$ cat config.mk
export PLATFORM = sky130hd
export DESIGN_NAME = keypad_matrix_scan_debounce_unit
export DESIGN_NICKNAME = d
export VERILOG_FILES = /design/src/design/kmsd_pkg.sv /design/src/design/kmsd_core.sv /design/src/design/keypad_matrix_scan_debounce_unit.sv
export SDC_FILE = /design/constraint.sdc
export NUM_CORES = 1
export LEC_CHECK = 0
export BUFFER_PORTS_ARGS = -buffer_cell sky130_fd_sc_hd__buf_2
export CORE_AREA = 2 2 160 123
export CTS_CLUSTER_DIAMETER = 80
export DETAILED_ROUTE_END_ITERATION = 7
export DIE_AREA = 0 0 162 125
export PLACE_DENSITY = 0.75
export REMOVE_ABC_BUFFERS = 1
export SYNTH_ARGS = -nofsm -noshare
export SYNTH_HDL_FRONTEND = slang
export SYNTH_SLANG_ARGS = --single-unit
$ cat constraint.sdc
create_clock -name clk -period 4.04 [get_ports clk]
set_clock_uncertainty 0.1 [all_clocks]
set_input_delay 0.808 -clock clk [delete_from_list [all_inputs] [get_ports clk]]
set_output_delay 0.808 -clock clk [all_outputs]
set_load 0.02 [all_outputs]
$ cat src/design/kmsd_pkg.sv
// ----------------------------------------------------------------------------
// kmsd_pkg: shared definitions for the keypad matrix scanner
// Masks, phase codes, the reset value of the debounce threshold and the
// result bundle that the scan core hands to the output register.
// ----------------------------------------------------------------------------
package kmsd_pkg;

  // Sample masks
  localparam logic [7:0] ROW_MASK          = 8'hfe;
  localparam logic [7:0] SPECIAL_MASK      = 8'h71;
  localparam logic [7:0] SPECIAL_HIGH_BITS = 8'h70;

  // Phase codes: 0..7 walk columns 7..0, then the special-key phase
  localparam logic [3:0] PHASE_FIRST_COL = 4'd0;
  localparam logic [3:0] PHASE_LOW_WORD  = 4'd4;
  localparam logic [3:0] PHASE_SPECIAL   = 4'd8;

  // Debounce threshold after reset
  localparam logic [7:0] STABLE_RESET = 8'd8;
  localparam logic [7:0] RUN_MAX      = 8'hff;

  // One result beat
  typedef struct packed {
    logic [2:0]  column_select;
    logic        special_phase;
    logic        scan_done;
    logic [31:0] matrix_high;
    logic [31:0] matrix_low;
  } kmsd_result_t;

endpackage

$ cat src/design/kmsd_core.sv
// ----------------------------------------------------------------------------
// kmsd_core: debounce counter, phase walker and matrix accumulators
// Evaluates one registered sample against the scan state combinationally
// and commits the new state when the sample is advanced.
// ----------------------------------------------------------------------------
module kmsd_core (
  input  logic                  clk,
  input  logic                  rst_n,
  input  logic                  advance,
  input  logic [7:0]            row_sample,
  input  logic [7:0]            special_sample,
  input  logic [7:0]            stable_reads_needed,
  output kmsd_pkg::kmsd_result_t result
);

  logic [3:0]  phase_r,     phase_nxt;
  logic [7:0]  prev_r,      prev_nxt;
  logic [7:0]  run_r,       run_nxt;
  logic [31:0] high_acc_r,  high_acc_nxt;
  logic [31:0] low_acc_r,   low_acc_nxt;
  logic [31:0] pub_high_r,  pub_high_nxt;
  logic [31:0] pub_low_r,   pub_low_nxt;

  logic        special;
  logic        special_nxt;
  logic        done;
  logic [7:0]  masked;
  logic [7:0]  need;
  logic [7:0]  run_count;
  logic [7:0]  key_byte;
  logic [31:0] special_bits;

  // Next-state evaluation for one sample
  always_comb begin
    special      = phase_r >= kmsd_pkg::PHASE_SPECIAL;
    masked       = special ? (special_sample & kmsd_pkg::SPECIAL_MASK)
                           : (row_sample & kmsd_pkg::ROW_MASK);
    need         = (stable_reads_needed == 8'd0) ? 8'd1 : stable_reads_needed;
    key_byte     = (~masked) & kmsd_pkg::ROW_MASK;
    // port bits 4..6 land on 28..30, port bit 0 on 31
    special_bits = {masked[0], 31'd0} |
                   {masked & kmsd_pkg::SPECIAL_HIGH_BITS, 24'd0};

    // consecutive-equal run, saturating
    if (run_r == 8'd0 || masked != prev_r) begin
      run_count = 8'd1;
    end else if (run_r < kmsd_pkg::RUN_MAX) begin
      run_count = run_r + 8'd1;
    end else begin
      run_count = run_r;
    end

    prev_nxt     = masked;
    run_nxt      = run_count;
    phase_nxt    = phase_r;
    high_acc_nxt = high_acc_r;
    low_acc_nxt  = low_acc_r;
    pub_high_nxt = pub_high_r;
    pub_low_nxt  = pub_low_r;
    done         = 1'b0;

    // phase settled
    if (run_count >= need) begin
      run_nxt = 8'd0;
      if (special) begin
        pub_high_nxt = high_acc_r | special_bits;
        pub_low_nxt  = low_acc_r;
        high_acc_nxt = 32'd0;
        low_acc_nxt  = 32'd0;
        phase_nxt    = kmsd_pkg::PHASE_FIRST_COL;
        done         = 1'b1;
      end else begin
        if (phase_r < kmsd_pkg::PHASE_LOW_WORD) begin
          high_acc_nxt = {high_acc_r[23:0], key_byte};
        end else begin
          low_acc_nxt = {low_acc_r[23:0], key_byte};
        end
        phase_nxt = phase_r + 4'd1;
      end
    end

    special_nxt          = phase_nxt >= kmsd_pkg::PHASE_SPECIAL;
    result.column_select = special_nxt ? 3'd0 : (3'd7 - phase_nxt[2:0]);
    result.special_phase = special_nxt;
    result.scan_done     = done;
    result.matrix_high   = pub_high_nxt;
    result.matrix_low    = pub_low_nxt;
  end

  // State registers
  always_ff @(posedge clk) begin
    if (!rst_n) begin
      phase_r    <= kmsd_pkg::PHASE_FIRST_COL;
      prev_r     <= 8'd0;
      run_r      <= 8'd0;
      high_acc_r <= 32'd0;
      low_acc_r  <= 32'd0;
      pub_high_r <= 32'd0;
      pub_low_r  <= 32'd0;
    end else if (advance) begin
      phase_r    <= phase_nxt;
      prev_r     <= prev_nxt;
      run_r      <= run_nxt;
      high_acc_r <= high_acc_nxt;
      low_acc_r  <= low_acc_nxt;
      pub_high_r <= pub_high_nxt;
      pub_low_r  <= pub_low_nxt;
    end
  end

  // Checks
  a_phase_bound: assert property (@(posedge clk) disable iff (!rst_n)
    phase_r <= kmsd_pkg::PHASE_SPECIAL)
    else $error("scan phase out of range");

  a_done_from_special: assert property (@(posedge clk) disable iff (!rst_n)
    (advance && done) |=> (phase_r == kmsd_pkg::PHASE_FIRST_COL))
    else $error("scan did not restart after done");

  a_run_clear: assert property (@(posedge clk) disable iff (!rst_n)
    (advance && phase_nxt != phase_r) |=> (run_r == 8'd0))
    else $error("run counter not cleared on phase change");

  a_publish_only_on_done: assert property (@(posedge clk) disable iff (!rst_n)
    (advance && !done) |=> $stable(pub_high_r) && $stable(pub_low_r))
    else $error("published words changed without scan done");

endmodule

$ cat src/design/keypad_matrix_scan_debounce_unit.sv
// ----------------------------------------------------------------------------
// keypad_matrix_scan_debounce_unit: free-running keypad scanner with debounce
// Input sample register, scan core and result register, with one
// configuration register for the debounce threshold.
// ----------------------------------------------------------------------------
// Each accepted beat is one port sample and yields exactly one result beat.
// The block takes one sample per clock with no stalls of its own: the sample
// sits in an input register, the scan core updates its run counter, phase and
// accumulators combinationally, and the result is captured in the output
// register as the sample advances. Throughput is bounded only by out_ready.
// The threshold register is always ready and should be written while idle.
module keypad_matrix_scan_debounce_unit (
  input  logic        clk,
  input  logic        rst_n,
  // configuration
  input  logic        cfg_valid,
  output logic        cfg_ready,
  input  logic [7:0]  cfg_data,
  // sample beats
  input  logic        in_valid,
  output logic        in_ready,
  input  logic [7:0]  in_row_sample,
  input  logic [7:0]  in_special_sample,
  // result beats
  output logic        out_valid,
  input  logic        out_ready,
  output logic [2:0]  out_column_select,
  output logic        out_special_phase,
  output logic        out_scan_done,
  output logic [31:0] out_matrix_high,
  output logic [31:0] out_matrix_low
);

  logic [7:0]             stable_r;
  logic                   s1_valid_r;
  logic [7:0]             s1_row_r;
  logic [7:0]             s1_special_r;
  logic                   out_valid_r;
  kmsd_pkg::kmsd_result_t out_r;
  kmsd_pkg::kmsd_result_t core_result;
  logic                   advance;

  assign cfg_ready = 1'b1;
  assign advance   = s1_valid_r && (!out_valid_r || out_ready);
  assign in_ready  = !s1_valid_r || advance;

  // Threshold register
  always_ff @(posedge clk) begin
    if (!rst_n) begin
      stable_r <= kmsd_pkg::STABLE_RESET;
    end else if (cfg_valid) begin
      stable_r <= cfg_data;
    end
  end

  // Input sample register
  always_ff @(posedge clk) begin
    if (!rst_n) begin
      s1_valid_r <= 1'b0;
    end else if (in_ready) begin
      s1_valid_r <= in_valid;
    end
  end

  always_ff @(posedge clk) begin
    if (in_valid && in_ready) begin
      s1_row_r     <= in_row_sample;
      s1_special_r <= in_special_sample;
    end
  end

  kmsd_core u_core (
    .clk                 (clk),
    .rst_n               (rst_n),
    .advance             (advance),
    .row_sample          (s1_row_r),
    .special_sample      (s1_special_r),
    .stable_reads_needed (stable_r),
    .result              (core_result)
  );

  // Result register
  always_ff @(posedge clk) begin
    if (!rst_n) begin
      out_valid_r <= 1'b0;
    end else if (advance) begin
      out_valid_r <= 1'b1;
    end else if (out_ready) begin
      out_valid_r <= 1'b0;
    end
  end

  always_ff @(posedge clk) begin
    if (advance) begin
      out_r <= core_result;
    end
  end

  assign out_valid         = out_valid_r;
  assign out_column_select = out_r.column_select;
  assign out_special_phase = out_r.special_phase;
  assign out_scan_done     = out_r.scan_done;
  assign out_matrix_high   = out_r.matrix_high;
  assign out_matrix_low    = out_r.matrix_low;

endmodule
==> results.yml <==
status:
  status: "completed"
detailed_routing:
  ant_nets: 0
  drt_iter0_drc: 662
  wl_per_cell_microns: 17.04
  viasPerCell: 5.694
  dr.pass1.iters: 5
  wirelength_mm: 21.70
  vias: 7248
  drc: 0
run:
  max-cap-violations: 0
placement:
  gp_congestion: 0.8142
  dp_slack_ns: 0.2050
  portBuffers: 94
  place.detailed.hpwl_mm: 12.57
worst_setup_path:
  crit_family: "simple AND/OR/NAND/NOR gates"
  cp.required_ns: 4.19
  path_max_fanout: 38
  critPathCaptureType: "flip-flop"
  r2r-end: "out_matrix_low[3]"
  cp_cell_sequence: "nand2b_1 > or4b_1 > a32o_2 > nand3b_1 > nor2_1 > ha_1 > nor2b_1 > o21ai_0 > a21o_1 > nand2_4 > buf_12 > mux2_2"
  startpoint: "s1_row_r[1]"
  crit_arrival_ns: 3.93
  r2r_cells: 12
  criticalPathCategory: "reg -> reg"
  r2r_start: "s1_row_r[1]"
  crit_path_max_incr_delay_ns: 0.47
  cp_num_buf_inv: 1
  cp-endpoint: "out_matrix_low[3]"
  path_depth: 12
  rrSetupSlack_ns: 0.25
  cp_slowest_cell: "edfxtp_1"
  start_kind: "flip-flop"
logic_synthesis:
  post-synth-top-count-cell: "nand2_1"
  ys_warn_count: 0
  yosys.area.top_type: "dfxtp_1"
  ys_top_cells_by_area: "dfxtp_1 31%, edfxtp_1 25%, mux2_2 6.0%, nand2_1 5.9%, a21boi_0 4.4%"
  synth.avg_cell_area_sq_um: 10.36
  synth-edff-count: 80
  ys_seq_area_share_pct: 55.78
  synth_cell_types: 51
  synth_flop_cell: "dfxtp_1"
  ys_ff_latch: 230
  netlist_area_sq_um: 9691
  synth_common_cells: "153 x nand2_1, 150 x dfxtp_1, 80 x edfxtp_1, 58 x clkbuf_1, 58 x o21ai_0"
  synthArstFlopShare_pct: 0
  postSynthCellCount: 935
  synth_top_area_share_pct: 30.99
timing:
  period_needed_ns: 3.785
  maxSlewViolCount: 0
  relSlewSlack_pct: 22.11
  fmax_mhz: 264.2
  postLayoutSetupSlackWorst_ns: 0.2546
  tns_ns: 0
  fin_crit_sh_pct: 93.70
  holdWs_ns: 0.3589
  rsz0062_at_grt: "false"
  tightest_slew_ns: 1.166
  setup_viol: 0
  finalHoldViolCount: 0
clock_network:
  postCtsSetupBuffers: 0
  clockBufferDepth: 3
  tritoncts: "built"
  ctsRootBufferMaster: "clkbuf_16"
  clock_latency_ns: 0.50
  cts_max_level: 1
  cts_hold_buf: 0
  clk_pin_slew_ns: 0.06
  cts_buffers: 23
  clock-sinks: 230
global_route:
  grt_first_pass_wirelength_mm: 34.14
  grt_usage_pct: 20.54
  gr-total-overflow: 0
  grt_max_degree: 67
  antenna_found_initial: 0
  grt_pass1_vias: 6578
cells_and_area:
  final_nets: 1045
  seq_area_sq_um: 5406
  layout-drive-gt1-share_pct: 21.18
  num-fill-cells: 1584
  multi_input_area_sq_um: 3970
  antenna-diode-count: 0
  areaGrowthSynthToFinish_pct: 15.42
  utilization_pct: 59.40
floorplan:
  dieArea_sq_um: 20250
  ioPinCount: 101
  fp-row-count: 44
  die_y_microns: 125
  core_area_sq_um: 18830
  die_w_microns: 162
  start_util_pct: 51.47
hold_path:
  hp-class: "reg -> reg"
power_and_ir_drop:
  ir_worst_vdd_uv: 313.9
  powerDensity_nw_per_um2: 415.7
  p_leak_nw: 4.194
-- worst min-delay path: cells and delay by family (launching register included) --
kind / cells / cell delay (ns)
simple gates: 1 / 0.04
flops: 1 / 0.30
compound gates: 1 / 0.06
-- layer usage --
| layer | GRT usage [%] | vias up | part of all wire, % |
|---|---|---|---|
| met5 | 0 | - | 0 |
| met4 | 4.477 | 0 | 1.7 |
| met3 | 2.953 | 29 | 4.9 |
| met2 | 32.17 | 195 | 45 |
| met1 | 30.46 | 3506 | 48 |
| li1 | - | 3518 | - |
-- metrics by stage --
stage                     total power, mW  area (sq um)  cells
after global placement              2.736         10450   1230
after global routing                4.798         11180   1273
after detailed placement            2.739         10450   1230
after CTS                           4.685         11130   1271
after floorplan                     2.632          9397    861
final                               4.650         11180   1273
-- cell type report --
type / instances / area share, %
tap: 253 / 2.830
timing repair buffer: 118 / 6.634
inverter: 17 / 0.6153
multi-input combinational: 614 / 35.50
clock inverter: 6 / 0.2685
sequential: 230 / 48.34
clock buffer: 35 / 5.817
-- logic make-up after synthesis --
kind of cell / count (synthesis) / synth area share, %
DFF: 230 / 55.78
xor gates and xnor gates: 5 / 0.4519
adders and majority gates: 12 / 1.549
and+or+nand+nor: 300 / 14.31
muxes: 63 / 7.179
AOI/OAI and AO/OA: 233 / 17.00
buffers and inverters: 91 / 3.693
other: 1 / 0.03870
-- layout by cell type, fill, tap and decap left out, types with 11 or more instances in the layout --
cell       count
mux2_2        52
a21oi_1       12
a32o_1        14
nand2_1      151
ha_1          12
inv_1         15
and3_1        12
nor2b_1       15
clkbuf_16     25
nor2_1        20
buf_4         18
a22oi_1       42
o21ai_0       58
mux2i_1       11
and2_1        14
buf_2         93
nand3_1       51
a21boi_0      57
dfxtp_1      149
edfxtp_1      80
-- registers in the layout, indices dropped and copies added, names as in the netlist, named ones only --
name and cells:
out_special_phase 1, s1_row_r 7, out_scan_done 1, u_core.phase_r 1, u_core.pub_high_r 32, out_matrix_low 32, u_core.low_acc_r 28, s1_special_r 4
out_matrix_high 32, u_core.run_r 8, out_valid 1, u_core.pub_low_r 32, out_column_select 3, u_core.high_acc_r 28, stable_r 8, s1_valid_r 1
u_core.prev_r 8
-- what timing repair did --
action	CTS	global route
endpoints found under the setup margin	0	37
hold endpoints to repair	0	0
resized for setup	0	5
-- where the power goes --
part	internal [mW]	total, mW	switching (mW)
combinational	0.0713	0.225	0.153
clock	1.11	1.96	0.851
sequential	2.44	2.47	0.0266
total	3.62	4.65	1.03
-- how the worst min path moves through the flow --
stage | depth (start not counted) | slack (ns) | to | start
2_1_floorplan | 2 | 0.34 | u_core.pub_high_r[10] | u_core.pub_high_r[10]
3_3_place_gp | 2 | 0.35 | u_core.pub_high_r[19] | u_core.pub_high_r[19]
3_5_place_dp | 2 | 0.36 | u_core.pub_low_r[20] | u_core.pub_low_r[20]
4_1_cts | 2 | 0.36 | u_core.pub_low_r[20] | u_core.pub_low_r[20]
5_1_grt | 1 | 0.37 | s1_special_r[0] | in_special_sample[0]
6_report | 2 | 0.36 | u_core.pub_low_r[20] | u_core.pub_low_r[20]
(Power assumes the default switching activity.)
